### config.mk
export PLATFORM = sky130hd
export DESIGN_NAME = ctl_ram
export DESIGN_NICKNAME = d
export VERILOG_FILES = /design/src/hdl/ctl_ram.sv
export SDC_FILE = /design/constraint.sdc
export NUM_CORES = 1
export LEC_CHECK = 0
export ABC_CLOCK_PERIOD_IN_PS = 3300
export BUFFER_PORTS_ARGS = -buffer_cell sky130_fd_sc_hd__buf_2
export CAP_MARGIN = 20
export CORE_MARGIN = 3
export CORE_UTILIZATION = 40
export DETAILED_ROUTE_END_ITERATION = 12
export PLACE_DENSITY_LB_ADDON = 0.1
export SYNTH_ARGS = -nofsm -noshare
export SYNTH_HDL_FRONTEND = slang
export SYNTH_SLANG_ARGS = --single-unit
### constraint.sdc
create_clock -name clk_i -period 3.3 [get_ports clk_i]
set_input_delay 0.165 -clock clk_i [delete_from_list [all_inputs] [get_ports clk_i]]
set_output_delay 0.165 -clock clk_i [all_outputs]
set_load 0.01 [all_outputs]
### src/hdl/ctl_ram.sv
// Generic synchronous RAM with one write port and two registered read ports.
module ctl_ram #(
  parameter int Width = 8,
  parameter int Depth = 16,
  localparam int AddrW = (Depth > 1) ? $clog2(Depth) : 1
) (
  input  logic             clk_i,
  input  logic             we_i,
  input  logic [AddrW-1:0] waddr_i,
  input  logic [Width-1:0] wdata_i,
  input  logic             re_i,
  input  logic [AddrW-1:0] raddr_a_i,
  input  logic [AddrW-1:0] raddr_b_i,
  output logic [Width-1:0] rdata_a_o,
  output logic [Width-1:0] rdata_b_o
);

  logic [Width-1:0] mem_q [Depth];

  always_ff @(posedge clk_i) begin
    if (we_i) begin
      mem_q[waddr_i] <= wdata_i;
    end
  end

  always_ff @(posedge clk_i) begin
    if (re_i) begin
      rdata_a_o <= mem_q[raddr_a_i];
      rdata_b_o <= mem_q[raddr_b_i];
    end
  end

endmodule

==> flow_summary.toml <==
[timing]
setup_viol = 0
max_slew_margin = 0.300
period_needed_ns = 1.77
hold_viol_final = 0
slew_violations = 0
worst_pin_slew_ns = 1.05
fmax_mhz = 565
rsz0062_at_grt = "no"
clock_skew_ns = 0.00493
min_period_over_period = 0.537
setup-tns-final_ns = 0

[cts]
cts_tree = "yes"
cts_setup_buffers = 0
clock_path_buffers = 2
root_buffer = "clkbuf_16"
cts-resized-gates = 0
cts_buffers = 17
worstSkewPairLatency_ns = 0.41
hold_buffers = 0
cts-htree-levels = 4
cts_sinks = 144
clkTransAtPathRegs_ns = 0.06

[critical_path]
crit_type = "in -> reg"
cp_data_required_time_ns = 3.46
cp_max_fo = 21
arrival_ns = 1.93
cp-start-kind = "primary input"
endpoint_kind = "register"

[logic_synthesis]
async_reset_ff_frac = 0
ys_ff_latch = 144
netlist_area_mm2 = 0.00651
synth_fp_nets = 330
synth_top_cell_by_area = "edfxtp_1"
yosysUniqueCellTypes = 19
synth_top_area_frac = 0.665
ys_seq_area_frac = 0.665
synth-edff-count = 144
synthCells = 307
synth_ff_type = "edfxtp_1"
synth_area_leaders = "edfxtp_1, mux4_2, mux4_1, a22oi_1, buf_6"
synth_area_per_cell_um2 = 21.2
ys_warn_count = 0

[routing]
wl_per_cell_um = 26.3
drtPass1Iterations = 4
wl_mm = 15.2
drc = 0
ant_nets = 0
via_count = 3442
detail_route.vias_per_cell = 5.94
drt_iter0_drc = 263

[die]
dieHeight_um = 134
dieArea_mm2 = 0.0178
ios = 39
chipWidth_um = 134
core.rowCount = 45
initial_core_util = 0.419
core_area_mm2 = 0.0155

[cells_and_area]
n_antenna_cell = 0
mostFrequentLayoutCell = "edfxtp_1"
drive_above_1_share = 0.318
layout-area-overhead-vs-synth_pct = 14.8
final_cell_mix = "edfxtp_1, buf_2, mux4_2"
finalNetCount = 378
fin_cells = 579
finalInstanceArea_mm2 = 0.00747

[worst_hold_path]
hold_class = "in -> reg"

[power_and_ir_drop]
power_density_mw_per_mm2 = 572
ir_worst_vdd_mv = 0.375
p_leak_nw = 2.51

[run]
max_cap_viol_count = 0

[placement]
place_inst = 544
finalWeightedCongestion = 0.745
dp_hpwl_mm = 9.59
dpl_cell_area_mm2 = 0.00686
portBuffers = 38

[global_routing]
antenna_found_initial = 0
grt_pass1_wl_mm = 22.3
gr-total-overflow = 0
grt_pass1_vias = 3566
grt_start_max_net_pins = 33
grt_use_total = 0.176

[status]
status = "complete, no violations"
-- final timing paths --
kind / endpoint / cells past startpoint / slack (ns) / from
worst min register to register: rdata_b_o[3] / 3 / 0.77 / mem_q[4][3]
worst min-delay path: mem_q[3][7] / 1 / 0.13 / wdata_i[7]
worst max register to register: rdata_b_o[4] / 3 / 1.66 / mem_q[9][4]
worst max-delay path: rdata_a_o[2] / 5 / 1.53 / raddr_a_i[0]
-- power breakdown --
| part | internal, mW | leakage [nW] | total (mW) | switching [mW] |
|---|---|---|---|---|
| Sequential | 2.07 | 1.32 | 2.09 | 0.0186 |
| Clock | 1.12 | 0.274 | 1.88 | 0.759 |
| Combinational | 0.132 | 0.924 | 0.300 | 0.169 |
-- registers in the layout, indices dropped and copies added, names as in the netlist --
register and cells:
mem_q 128, rdata_a_o 8, rdata_b_o 8
-- synth_stat cells (all sizes together) (2+ instances only) --
master and n:
nor3 4, nand3b 2, nor2b 2, a22oi 32, clkdlybuf4s25 6, and2 2, nand2b 2, buf 14
nor2 14, mux4 64, and2b 2, edfxtp 144, nand2 17
-- logic make-up after synthesis --
group,Yosys count,synth area share
simple gates,47,0.0335
buf+inv,20,0.0265
mux,64,0.238
compound gates,32,0.0369
flops,144,0.665
-- worst max-delay path, stage by stage --
cell	delay, ns
buf_2	0.59
buf_12	0.24
mux4_1	0.55
a22oi_1	0.28
nand2_1	0.09
-- per-stage QoR --
step / hold WS (ns) / setup slack (ns) / util / power, mW
after floorplan: 0.264 / 1.64 / - / 2.32
after global placement: 0.557 / 1.02 / 0.441 / 2.43
after detailed placement: 0.553 / 1.05 / 0.441 / 2.43
after CTS: 0.116 / 1.49 / 0.479 / 4.31
after global routing: 0.135 / 1.41 / 0.481 / 4.41
final: 0.129 / 1.53 / 0.481 / 4.27
-- metal layers --
layer / global-route usage / vias up / routed length, um
met5: 0 / - / 0
met4: 0.0577 / 0 / 279
met3: 0.0514 / 19 / 855
met2: 0.278 / 141 / 7540
met1: 0.237 / 1832 / 6520
li1: - / 1450 / -
-- layout make-up --
cell class                 count  area (um2)
clock inverter                14         156
timing repair buffer          49         289
clock buffer                  18         429
multi-input combinational    143        2010
sequential                   144        4320
tap                          211         264
fill                        1321        8070
(Power assumes the default switching activity.)
